$ cat src/sv/saclt_pkg.sv
// ----------------------------------------------------------------------------
// saclt_pkg
// types and constants shared by the cache tag store modules
// ----------------------------------------------------------------------------
package saclt_pkg;
  localparam int unsigned ADDR_W = 32;
  localparam int unsigned BS_W   = 17;
  localparam int unsigned SC_W   = 9;
  localparam int unsigned WC_W   = 3;
  localparam int unsigned IDX_W  = 2;

  localparam logic [IDX_W-1:0] REG_BLOCK_SIZE = 2'd0;
  localparam logic [IDX_W-1:0] REG_SET_COUNT  = 2'd1;
  localparam logic [IDX_W-1:0] REG_WAY_COUNT  = 2'd2;

  typedef struct packed {
    logic start;
    logic busy;
    logic done;
  } div_ctl_t;
endpackage

$ cat src/sv/saclt_div.sv
// ----------------------------------------------------------------------------
// saclt_div
// restoring divider, one quotient bit a cycle
// ----------------------------------------------------------------------------
module saclt_div (
  input  logic                       clk,
  input  logic                       rst_n,
  input  logic                       start,
  input  logic [saclt_pkg::ADDR_W-1:0] dividend,
  input  logic [saclt_pkg::BS_W-1:0]   divisor,
  output saclt_pkg::div_ctl_t        ctl,
  output logic [saclt_pkg::ADDR_W-1:0] quotient,
  output logic [saclt_pkg::BS_W-1:0]   remainder
);
  localparam int unsigned W = saclt_pkg::ADDR_W;
  localparam int unsigned D = saclt_pkg::BS_W;

  logic [W-1:0]         q_r, q_nxt;
  logic [D:0]           rem_r, rem_nxt;
  logic [D-1:0]         dvs_r, dvs_nxt;
  logic [$clog2(W):0]   cnt_r, cnt_nxt;
  logic                 busy_r, busy_nxt, done_r, done_nxt;
  logic [D+1:0]         trial;

  always_comb begin
    q_nxt = q_r; rem_nxt = rem_r; dvs_nxt = dvs_r; cnt_nxt = cnt_r;
    busy_nxt = busy_r; done_nxt = 1'b0;
    trial = {rem_r, q_r[W-1]} - {2'b00, dvs_r};
    if (start) begin
      q_nxt = dividend; rem_nxt = '0; dvs_nxt = divisor;
      cnt_nxt = ($clog2(W)+1)'(W); busy_nxt = 1'b1;
    end else if (busy_r) begin
      if (!trial[D+1]) begin
        rem_nxt = trial[D:0];
        q_nxt   = {q_r[W-2:0], 1'b1};
      end else begin
        rem_nxt = {rem_r[D-1:0], q_r[W-1]};
        q_nxt   = {q_r[W-2:0], 1'b0};
      end
      cnt_nxt = cnt_r - 1'b1;
      if (cnt_r == ($clog2(W)+1)'(1)) begin
        busy_nxt = 1'b0; done_nxt = 1'b1;
      end
    end
  end

  always_ff @(posedge clk) begin
    if (!rst_n) begin
      busy_r <= 1'b0; done_r <= 1'b0; cnt_r <= '0;
    end else begin
      busy_r <= busy_nxt; done_r <= done_nxt; cnt_r <= cnt_nxt;
    end
    q_r <= q_nxt; rem_r <= rem_nxt; dvs_r <= dvs_nxt;
  end

  assign ctl.start  = start;
  assign ctl.busy   = busy_r;
  assign ctl.done   = done_r;
  assign quotient   = q_r;
  assign remainder  = rem_r[D-1:0];
endmodule

$ cat config.mk
export PLATFORM = sky130hd
export DESIGN_NAME = saclt_div
export DESIGN_NICKNAME = d
export VERILOG_FILES = /design/src/sv/saclt_pkg.sv /design/src/sv/saclt_div.sv
export SDC_FILE = /design/constraint.sdc
export NUM_CORES = 1
export LEC_CHECK = 0
export BUFFER_PORTS_ARGS = -buffer_cell sky130_fd_sc_hd__buf_2
export CAP_MARGIN = 10
export CORE_MARGIN = 2
export CORE_UTILIZATION = 55
export DETAILED_ROUTE_END_ITERATION = 7
export PLACE_DENSITY = 0.83
export SLEW_MARGIN = 20
export SYNTH_ARGS = -nofsm -noshare
export SYNTH_HDL_FRONTEND = slang
export SYNTH_SLANG_ARGS = --single-unit
export TNS_END_PERCENT = 100
$ cat constraint.sdc
create_clock -name clk -period 6.8 [get_ports clk]
set_clock_uncertainty 0.1 [all_clocks]
set_input_delay 1.02 -clock clk [delete_from_list [all_inputs] [get_ports clk]]
set_output_delay 1.02 -clock clk [all_outputs]
set_load 0.02 [all_outputs]
==> results.md, run 1 <==
* Status: finished, final reports clean
* Layout cells sized above 1 at 33.6%
* Net Switching at 325 uW
* Clock share of power at 31.6%
* First-pass iteration count of the detailed router at 6
* Via density at 5.73
* First-pass GRT wire length at 15,300 um
* Hold Buf Count CTS at 0
* Hold/Removal Path Class: reg2reg
* Post-synth top area share at 36.0%
* Vias after detailed routing at 3,241
* Post-DP HPWL at 6630 um
* Largest cells by area after synthesis: edfxtp_1 36%, dfxtp_1 13%, mux2_2 8.5%
* Worst EP arrival at 3.36 ns
* Antenna cells at 0
* Max Clock Freq at 312 MHz
* Initial antenna violation count at 0
* Fin crit share at 47.1%
* Crit-path cells: inv_1, ha_1, inv_1, fa_1, a21oi_1, o211ai_1, a21oi_1, o21ai_1, nor2_4, nand2_1, a311oi_1
* Vias in the first global route at 3,221
* Iteration-0 DRC Markers at 306
* Avg Inst Size Synth at 10.8 um^2
* # IOs at 104
* Post-Syn Nets at 451
* Power per cell area at 236 nW/um^2
* CP required at 6.96 ns
* Delay-heaviest family, CP: compound AO/OA/AOI/OAI gates
* Die H at 90.2 um
* Area Growth Syn to Fin at 16.0%
* CTS Buf Count at 9
* Drt drc at 0
* Slew @ Worst Pin at 0.932 ns
* TNS Setup at 0 ns
* Post-route antenna net violation count at 0
* Cell internal pwr at 794 uW
* Worst-skew pair later-pin latency at 0.35 ns
* Endpoint type of the worst setup path: flop
* Die width at 90.2 um
* Fin area at 4740 um^2
* Crit Path Category: reg2reg
* CTS root buffer: clkbuf_8
* RSZ-0062 raised after global routing: false
* CTS resizes at 0
* Final-report hold violation count at 0
* Final setup viols at 0
* CP max FO at 12
* Comb power frac at 19.5%
* Count of different cell masters after synthesis at 45
* Wirelength, routed at 9330 um
* Core area at 7210 um^2
* Clock Tree Buf Depth at 2
* Sw frac at 29.0%
* Slowest CP cell: a21oi_1
* Worst-case vdd ir drop at 164 uV
* Placement Cell Area at 4530 um^2
* Sequential share of the synthesized area at 48.7%
* Cells after synthesis at 379
* Row count at 31
* Mean routed wirelength per cell at 16.5 um
* Fin nets at 534
* CP Launch Type: flop
* Core Util, Final at 65.7%
* Largest net degree at the start of global routing at 66
* Slew headroom at 37.6%
* H-tree depth at 3
* GRT Residual Overflow at 0
* Reg power frac at 49.0%
* Final-layout fill cell count at 575
* GP Congestion at 0.869
* Maxcap violations at 0
* Total setup buffers inserted after CTS at 0
* YS warnings at 0
* Clock slew at reported path FFs at 0.08 ns
* FF+latch count, synth at 75
* Post-synth top area cell: edfxtp_1
* Global Route Usage Sum at 23.4%
* Die ar. at 8140 um^2
* Buf/Inv on CP at 2
* Largest stage delay on the critical path at 0.51 ns
* # clock sinks at 75
* Synthesized area at 4090 um^2
* CTS tree: done
* Pins Over Slew Limit at 0
* Tmin final at 3.20 ns
* Initial core utilization at 56.6%
* Static leakage at 2.03 nW
* Buffers on Ports at 103
## tightest hold or removal path: cells and delay by family, from the launching register on
family           cells  cell delay, ns
flip-flops           1            0.33
AND/OR/NAND/NOR      1            0.08
AO/OA/AOI/OAI        1            0.05
## cell usage after synthesis (all sizes together)
cell type / n
mux2: 32
o211ai: 2
fa: 1
nor2b: 3
o21ai: 20
inv: 28
clkbuf: 9
dfxtp: 26
buf: 24
o2bb2ai: 1
a21o: 3
xnor2: 10
a22o: 1
a32oi: 4
o31a: 1
nand3: 9
o21bai: 3
xor2: 6
a221o: 1
nand4: 5
edfxtp: 49
a311oi: 5
ha: 19
nor3: 10
nand2: 28
o21a: 7
a2111oi: 1
a21oi: 20
a211oi: 4
a2111o: 3
a211o: 2
mux2i: 5
nor3b: 1
nor2: 26
a221oi: 1
and3: 1
o31ai: 2
nand2b: 3
nand3b: 3
## per-stage QoR
| stage | hold WS, ns | std cells | worst slack (ns) | power, mW |
|---|---|---|---|---|
| 3_3_place_gp | 0.373 | 550 | 3.62 | 0.766 |
| 4_1_cts | 0.400 | 566 | 3.61 | 1.12 |
| 3_5_place_dp | 0.384 | 550 | 3.55 | 0.773 |
| 2_1_floorplan | 0.357 | 379 | 3.87 | 0.708 |
| 5_1_grt | 0.433 | 566 | 3.27 | 1.17 |
| 6_report | 0.399 | 566 | 3.60 | 1.12 |
## area by class of cell
type	instances	area, um^2	area share [%]
Multi-Input combinational cell	243	1780	37.6
Sequential cell	75	1990	42.0
Inverter	28	105	2.22
Timing Repair Buffer	105	531	11.2
Tap cell	99	124	2.61
Clock inverter	4	30.0	0.633
Clock buffer	12	178	3.75
## worst paths after layout
check	cells past startpoint	startpoint	end	slack, ns
setup / recovery	11	quotient[31]	rem_r[5]	3.60
setup reg to reg	11	quotient[31]	rem_r[5]	3.60
hold reg to reg	2	cnt_r[1]	cnt_r[1]	0.40
hold / removal	2	cnt_r[1]	cnt_r[1]	0.40
## sequential cells by signal, summed over array words and instances (netlist names)
name and cells:
rem_r 18, dvs_r 17, cnt_r 6, quotient 32
done_r 1, busy_r 1
## metal layers
metal  part of all wire (%)  GRT usage, %
met1                     41          30.3
met2                     49          38.3
met3                    7.2          5.11
met4                    2.8          9.74
met5                      0             0
## power by group through the flow
stage	clock network [mW]	logic, mW	registers, mW
after CTS	0.354	0.217	0.548
after global placement	0	0.209	0.556
after floorplan	0	0.129	0.579
final	0.353	0.218	0.548
after detailed placement	0	0.216	0.557
after global routing	0.378	0.238	0.553
## cells by family after synthesis
group / synth area share [%]
and+or+nand+nor: 10.0
AOI/OAI and AO/OA: 13.7
DFF: 48.7
buffers and inverters: 7.62
muxes: 10.1
adders and majority gates: 6.31
xor gates and xnor gates: 3.43
## layout by cell type (no fill, tap or decap), drive strengths merged, types with 3 or more instances in the layout
master  synthesis  final
a2111o          3      3
a211oi          4      4
a21o            3      3
a21oi          20     20
a311oi          5      5
a32oi           4      4
buf            24    105
clkbuf          9     12
dfxtp          26     26
edfxtp         49     49
ha             19     19
inv            28     29
mux2           32     32
mux2i           5      5
nand2          28     28
nand2b          3      3
nand3           9      9
nand3b          3      3
nand4           5      5
nor2           26     26
nor2b           3      3
nor3           10     10
o21a            7      7
o21ai          20     20
o21bai          3      3
xnor2          10     10
xor2            6      6
Power figures use the tool's default switching activity.
==> run 2: changes to the inputs <==
CORE_UTILIZATION = 48   (was 55)
PLACE_DENSITY = 0.77   (was 0.83)
clock period = 2.8 ns   (was 6.8 ns; I/O delays follow)
==> run 2 against run 1 <==
  * Core utilization down 6.0 points
  * Maximum frequency increased by 20%
  * Largest cell class unchanged
  * Critical endpoint is now rem_r[7]
  * Via count decreased by 2.9%
  * Final area up 3.5%
  * Power is 140% higher
  * Critical path depth up 1
  * Sequential power rose by 140%
  * Setup slack got worse by 3.5 ns
==> results.md, run 2 (same netlist as run 1, synthesis figures left out) <==
* Delay-heaviest family, CP: compound AO/OA/AOI/OAI gates (unchanged)
* Hold Buf Count CTS at 0 (unchanged)
* Clock slew at reported path FFs at 0.08 ns (about the same)
* Power per cell area at 556 nW/um^2 (was 236 nW/um^2)
* Row count at 33 (was 31)
* CTS Buf Count at 9 (unchanged)
* Fin nets at 553 (was 534)
* Tmin final at 2.68 ns (was 3.20 ns)
* Wirelength, routed at 9220 um (was 9330 um)
* CTS tree: done (unchanged)
* H-tree depth at 3 (unchanged)
* Crit Path Category: reg2reg (unchanged)
* Max reg flops at 32 (unchanged)
* Mean routed wirelength per cell at 15.6 um (was 16.5 um)
* CTS root buffer: clkbuf_8 (unchanged)
* CP required at 2.92 ns (was 6.96 ns)
* Drt drc at 0 (unchanged)
* Static leakage at 2.13 nW (was 2.03 nW)
* Iteration-0 DRC Markers at 153 (was 306)
* Slowest CP cell: edfxtp_1 (was a21oi_1)
* Setup WS pre-CTS at 0.0244 ns (was 3.55 ns)
* CP max FO at 8 (was 12)
* Placement Cell Area at 4680 um^2 (was 4530 um^2)
* First-pass GRT wire length at 14,100 um (was 15,300 um)
* Slew headroom at 32.1% (was 37.6%)
* Pins Over Slew Limit at 0 (unchanged)
* # IOs at 104 (unchanged)
* GP Congestion at 0.899 (was 0.869)
* Post-route antenna net violation count at 0 (unchanged)
* Buf/Inv on CP at 3 (was 2)
* Die width at 96.3 um (was 90.2 um)
* # clock sinks at 75 (unchanged)
* Final-report hold violation count at 0 (unchanged)
* Worst Slack Setup Final at 0.123 ns (was 3.60 ns)
* Most common cell after layout, fill and taps aside: buf_2 (unchanged)
* Endpoint type of the worst setup path: flop (unchanged)
* Status: finished, final reports clean (unchanged)
* Area Growth Syn to Fin at 20.1% (was 16.0%)
* Crit-path cells: inv_1, ha_1, inv_1, fa_2, a21oi_2, o211ai_1, a21oi_2, a221o_1, nor2_4, buf_4, o211ai_1, a21oi_1 (was inv_1, ha_1, inv_1, fa_1, a21oi_1, o211ai_1, a21oi_1, o21ai_1, nor2_4, nand2_1, a311oi_1)
* Clock Tree Buf Depth at 2 (unchanged)
* Initial core utilization at 49.7% (was 56.6%)
* Worst-skew pair later-pin latency at 0.35 ns (about the same)
* GRT Residual Overflow at 0 (unchanged)
* Slew @ Worst Pin at 1.02 ns (was 0.932 ns)
* Via density at 5.33 (was 5.73)
* Fin crit share at 95.6% (was 47.1%)
* Antenna cells at 0 (unchanged)
* Worst EP arrival at 2.80 ns (was 3.36 ns)
* Global Route Usage Sum at 20.0% (was 23.4%)
* Post-DP HPWL at 6640 um (was 6630 um)
* Final setup viols at 0 (unchanged)
* First-pass iteration count of the detailed router at 4 (was 6)
* Core area at 8220 um^2 (was 7210 um^2)
* Buffers on Ports at 103 (unchanged)
* Worst-case vdd ir drop at 292 uV (was 164 uV)
* Initial antenna violation count at 0 (unchanged)
* Fin area at 4910 um^2 (was 4740 um^2)
* Layout cells sized above 1 at 36.8% (was 33.6%)
* Maxcap violations at 0 (unchanged)
* Vias after detailed routing at 3,148 (was 3,241)
* TNS Setup at 0 ns (unchanged)
* CP Launch Type: flop (unchanged)
* Commonest cells after routing, fill and taps aside: 103 x buf_2, 49 x edfxtp_1, 31 x mux2_2 (unchanged)
* Die H at 96.3 um (was 90.2 um)
* Hold/Removal Path Class: in2reg (was reg2reg)
* Max Clock Freq at 373 MHz (was 312 MHz)
* Largest net degree at the start of global routing at 66 (unchanged)
* Vias in the first global route at 2,978 (was 3,221)
* Die ar. at 9270 um^2 (was 8140 um^2)
* Largest stage delay on the critical path at 0.39 ns (was 0.51 ns)
[run 2: cell types whose count changed in the layout (fill, tap and decap cells not counted), moves of 2 or more]
| cell | previous run | this run |
|---|---|---|
| buf_4 | 2 | 19 |
| a21oi_1 | 20 | 18 |
| a21oi_2 | 0 | 2 |
| clkbuf_16 | 2 | 0 |
[run 2: routing by layer]
metal | vias up | part of all wire (%) | global-route usage, %
met5 | - | 0 | 0
met2 | 70 | 49 | 32.2
li1 | 1564 | - | -
met3 | 11 | 3.8 | 3.37
met4 | 0 | 1.6 | 9.17
met1 | 1503 | 45 | 26.2
[run 2: final timing paths]
| kind | from | end | slack (ns) | cells past startpoint |
|---|---|---|---|---|
| max | quotient[31] | rem_r[7] | 0.12 | 12 |
| min | divisor[10] | dvs_r[10] | 0.14 | 1 |
| max reg2reg | quotient[31] | rem_r[7] | 0.12 | 12 |
| min reg2reg | cnt_r[0] | cnt_r[0] | 0.39 | 2 |
[run 2: final cells by class]
class,count,area [um^2]
clock buffer,10,128
timing repair buffer,124,689
tap,105,131
inverter,28,105
clock inverter,6,65.1
fill,716,3310
multi-input combinational,243,1800
sequential,75,1990
[run 2: repair_timing]
item                                    CTS  global route
gates resized for setup                   0             5
endpoints found under the hold margin     0             0
endpoints found under the setup margin    0            18
setup buffers                             0             3
[run 2: stage by stage]
step | power, mW | hold slack [ns] | cells | util, %
after detailed placement | 1.90 | 0.377 | 572 | 56.9
final | 2.73 | 0.140 | 591 | 59.7
after global routing | 2.84 | 0.124 | 591 | 59.7
after global placement | 1.88 | 0.372 | 572 | 56.9
after floorplan | 1.72 | 0.357 | 379 | -
after CTS | 2.73 | 0.126 | 588 | 59.3
[run 2: power by group]
part | switching (mW) | internal [mW] | total [mW]
clock network | 0.431 | 0.416 | 0.847
registers | 0.0438 | 1.28 | 1.32
logic | 0.322 | 0.238 | 0.560
total | 0.797 | 1.93 | 2.73
==> run 3: changes to the inputs <==
ABC_AREA = 1   (was not set)
CORE_UTILIZATION = 49   (was 48)
PLACE_DENSITY = 0.78   (was 0.77)
==> run 3 against run 2 <==
  * Critical path depth is 2 lower
  * Synthesized cell count is 49% higher
  * Critical endpoint is now quotient[0]
  * Final area is 4.2% higher
  * Combinational power is 27% lower
  * Flip-flop and latch count stayed put
==> results.md, run 3 <==
* Status: finished, final reports clean (unchanged)
* Vias after detailed routing at 3,754 (was 3,148)
* Synth Area in XOR/XNOR at 1.99% (was 3.43%)
* Post-synth top area cell: edfxtp_1 (unchanged)
* Most common cell after layout, fill and taps aside: nand2_1 (was buf_2)
* Slew @ Worst Pin at 0.436 ns (was 1.02 ns)
* Crit-path cells: inv_1, ha_1, inv_1, fa_1, nand3_1, nand3_2, nand2_2, nand3_1, nand2_4, o21ai_1 (was inv_1, ha_1, inv_1, fa_2, a21oi_2, o211ai_1, a21oi_2, a221o_1, nor2_4, buf_4, o211ai_1, a21oi_1)
* YS warnings at 0 (unchanged)
* First-pass GRT wire length at 16,600 um (was 14,100 um)
* Static leakage at 2.70 nW (was 2.13 nW)
* Mean routed wirelength per cell at 13.2 um (was 15.6 um)
* Maxcap violations at 0 (unchanged)
* Hold Buf Count CTS at 0 (unchanged)
* Post-Syn Nets at 636 (was 451)
* Sequential share of the synthesized area at 45.2% (was 48.7%)
* CP max FO at 19 (was 8)
* R2R Setup Slk at 0.51 ns (was 0.12 ns)
* CP required at 2.81 ns (was 2.92 ns)
* Worst-case vdd ir drop at 323 uV (was 292 uV)
* Tmin final at 2.29 ns (was 2.68 ns)
* Largest family of logic cells by synthesized area: simple AND/OR/NAND/NOR gates (was compound AO/OA/AOI/OAI gates)
* Cells after synthesis at 564 (was 379)
* Post-synth top flop: edfxtp_1 (unchanged)
* Largest net degree at the start of global routing at 34 (was 66)
* Hold/Removal Path Class: in2reg (unchanged)
* Initial antenna violation count at 0 (unchanged)
* FF-to-FF path depth at 10 (was 12)
* Global Route Usage Sum at 21.0% (was 20.0%)
* CTS resizes at 0 (unchanged)
* Worst Slack Setup Final at 0.514 ns (was 0.123 ns)
* Adder-Cell Fraction of Synth Area at 5.84% (was 6.31%)
* # clock sinks at 75 (unchanged)
* Final-report hold violation count at 0 (unchanged)
* Most frequent cells after synthesis: 228 x nand2_1, 69 x inv_1, 49 x edfxtp_1 (was 49 x edfxtp_1, 31 x mux2_2, 28 x inv_1, 28 x nand2_1, 26 x dfxtp_1)
* H-tree depth at 3 (unchanged)
* Crit Path Category: reg2reg (unchanged)
* CTS Buf Count at 9 (unchanged)
* Placed cells at 748 (was 572)
* Worst-skew pair later-pin latency at 0.37 ns (was 0.35 ns)
* Largest cells by area after synthesis: edfxtp_1 33%, nand2_1 19%, dfxtp_1 12% (was edfxtp_1 36%, dfxtp_1 13%, mux2_2 8.5%)
* Post-route antenna net violation count at 0 (unchanged)
* TNS Setup at 0 ns (unchanged)
* Slowest CP cell: fa_1 (was edfxtp_1)
* Endpoint type of the worst setup path: flop (unchanged)
* Power per cell area at 528 nW/um^2 (was 556 nW/um^2)
* Max Clock Freq at 437 MHz (was 373 MHz)
* Core area at 8720 um^2 (was 8220 um^2)
* Setup WS pre-CTS at 0.498 ns (was 0.0244 ns)
* Max reg flops at 32 (unchanged)
* RSZ-0062 raised after global routing: false
* Post-synthesis mux area share at 0% (was 10.1%)
* Hold Crit Depth at 1 (unchanged)
* Antenna cells at 0 (unchanged)
* Synthesized area at 4410 um^2 (was 4090 um^2)
* Die ar. at 9780 um^2 (was 9270 um^2)
* Number of flops mapped to enable cells by yosys at 49 (unchanged)
* CTS tree: done (unchanged)
* Clock slew at reported path FFs at 0.09 ns (was 0.08 ns)
* Post-Synth Simple-Gate Area at 31.9% (was 10.0%)
* CP Launch Type: flop (unchanged)
* Fin crit share at 81.7% (was 95.6%)
* GP Congestion at 0.927 (was 0.899)
* Final setup viols at 0 (unchanged)
* First-pass iteration count of the detailed router at 5 (was 4)
* Via density at 4.91 (was 5.33)
* CTS root buffer: clkbuf_8 (unchanged)
* Row count at 34 (was 33)
* FF+latch count, synth at 75 (unchanged)
* Wirelength, routed at 10,100 um (was 9220 um)
* Initial core utilization at 50.6% (was 49.7%)
* Clock Tree Buf Depth at 2 (unchanged)
* Non-filler cells, final at 764 (was 591)
* Total setup buffers inserted after CTS at 0 (unchanged)
* Iteration-0 DRC Markers at 142 (was 153)
* Vias in the first global route at 3,617 (was 2,978)
* Most frequent cell after synthesis: nand2_1 (was edfxtp_1)
* Commonest cells after routing, fill and taps aside: 228 x nand2_1, 103 x buf_2, 69 x inv_1 (was 103 x buf_2, 49 x edfxtp_1, 31 x mux2_2)
* Drt drc at 0 (unchanged)
* Buffers on Ports at 103 (unchanged)
* Slew headroom at 70.9% (was 32.1%)
* Hold Crit Endpoint: dvs_r[3] (was dvs_r[10])
* Die width at 98.9 um (was 96.3 um)
* Die H at 98.9 um (was 96.3 um)
* Reg2Reg Launch Point: quotient[31] (unchanged)
* Fin nets at 723 (was 553)
* Post-DP HPWL at 7460 um (was 6640 um)
* Post-synth ARST share at 0% (unchanged)
* # IOs at 104 (unchanged)
* Layout cells sized above 1 at 24.4% (was 36.8%)
* Design Power at 2.70 mW (was 2.73 mW)
* Hold Startpoint: divisor[3] (was divisor[10])
* Post-synthesis compound-gate area fraction at 3.97% (was 13.7%)
* Avg Inst Size Synth at 7.82 um^2 (was 10.8 um^2)
* Largest stage delay on the critical path at 0.43 ns (was 0.39 ns)
* FF-to-FF End: quotient[0] (was rem_r[7])
* Pins Over Slew Limit at 0 (unchanged)
* Count of different cell masters after synthesis at 35 (was 45)
* Area Growth Syn to Fin at 15.9% (was 20.1%)
* Post-synth top area share at 33.4% (was 36.0%)
* GRT Residual Overflow at 0 (unchanged)
* Worst EP arrival at 2.29 ns (was 2.80 ns)
==> run 3: worst max-delay path, delay by kind of cell, from the launching register on <==
kind,cells,cell delay [ns]
compound gates,1,0.09
fa+ha+maj,2,0.58
simple gates,5,0.70
flops,1,0.39
buf+inv,2,0.17
==> run 3: power breakdown <==
part	leakage (nW)	switching, mW	internal, mW
combinational	1.88	0.265	0.141
clock	0.114	0.463	0.519
sequential	0.706	0.0430	1.27
total	2.70	0.771	1.93
==> run 3: logic make-up (layout without fill, tap and decap cells) <==
kind of cell / after synthesis / in the layout
simple gates: 323 / 323
xor+xnor: 10 / 10
flops: 75 / 75
fa+ha+maj: 20 / 20
buf+inv: 104 / 196
compound gates: 32 / 32
==> run 3: through the flow <==
stage,utilization [%],area [um^2],hold slack (ns)
floorplan,-,4410,0.362
global placement,56.0,4880,0.375
detailed placement,56.0,4880,0.380
CTS,58.6,5110,0.118
global route,58.6,5110,0.111
finish,58.6,5110,0.126
==> run 3: cell type report <==
| cell class | count | area (um^2) |
|---|---|---|
| Clock inverter | 7 | 108 |
| Timing Repair Buffer | 109 | 561 |
| Fill cell | 769 | 3610 |
| Sequential cell | 75 | 1990 |
| Tap cell | 108 | 135 |
| Clock buffer | 9 | 124 |
| Multi-Input combinational cell | 385 | 1930 |
| Inverter | 71 | 267 |
==> run 3: per-layer routing <==
metal,wire [um],global-route usage [%]
met1,4350,26.3
met2,4700,34.5
met3,841,6.45
met4,184,7.48
met5,0,0
==> run 3: worst max path at each step <==
stage                        endpoint    startpoint  slack, ns
after CTS                 quotient[0]  quotient[31]       0.51
after global routing         rem_r[1]  quotient[31]       0.28
after floorplan           quotient[0]  quotient[31]       0.53
after global placement    quotient[0]  quotient[31]       0.60
final                     quotient[0]  quotient[31]       0.51
after detailed placement  quotient[0]  quotient[31]       0.50
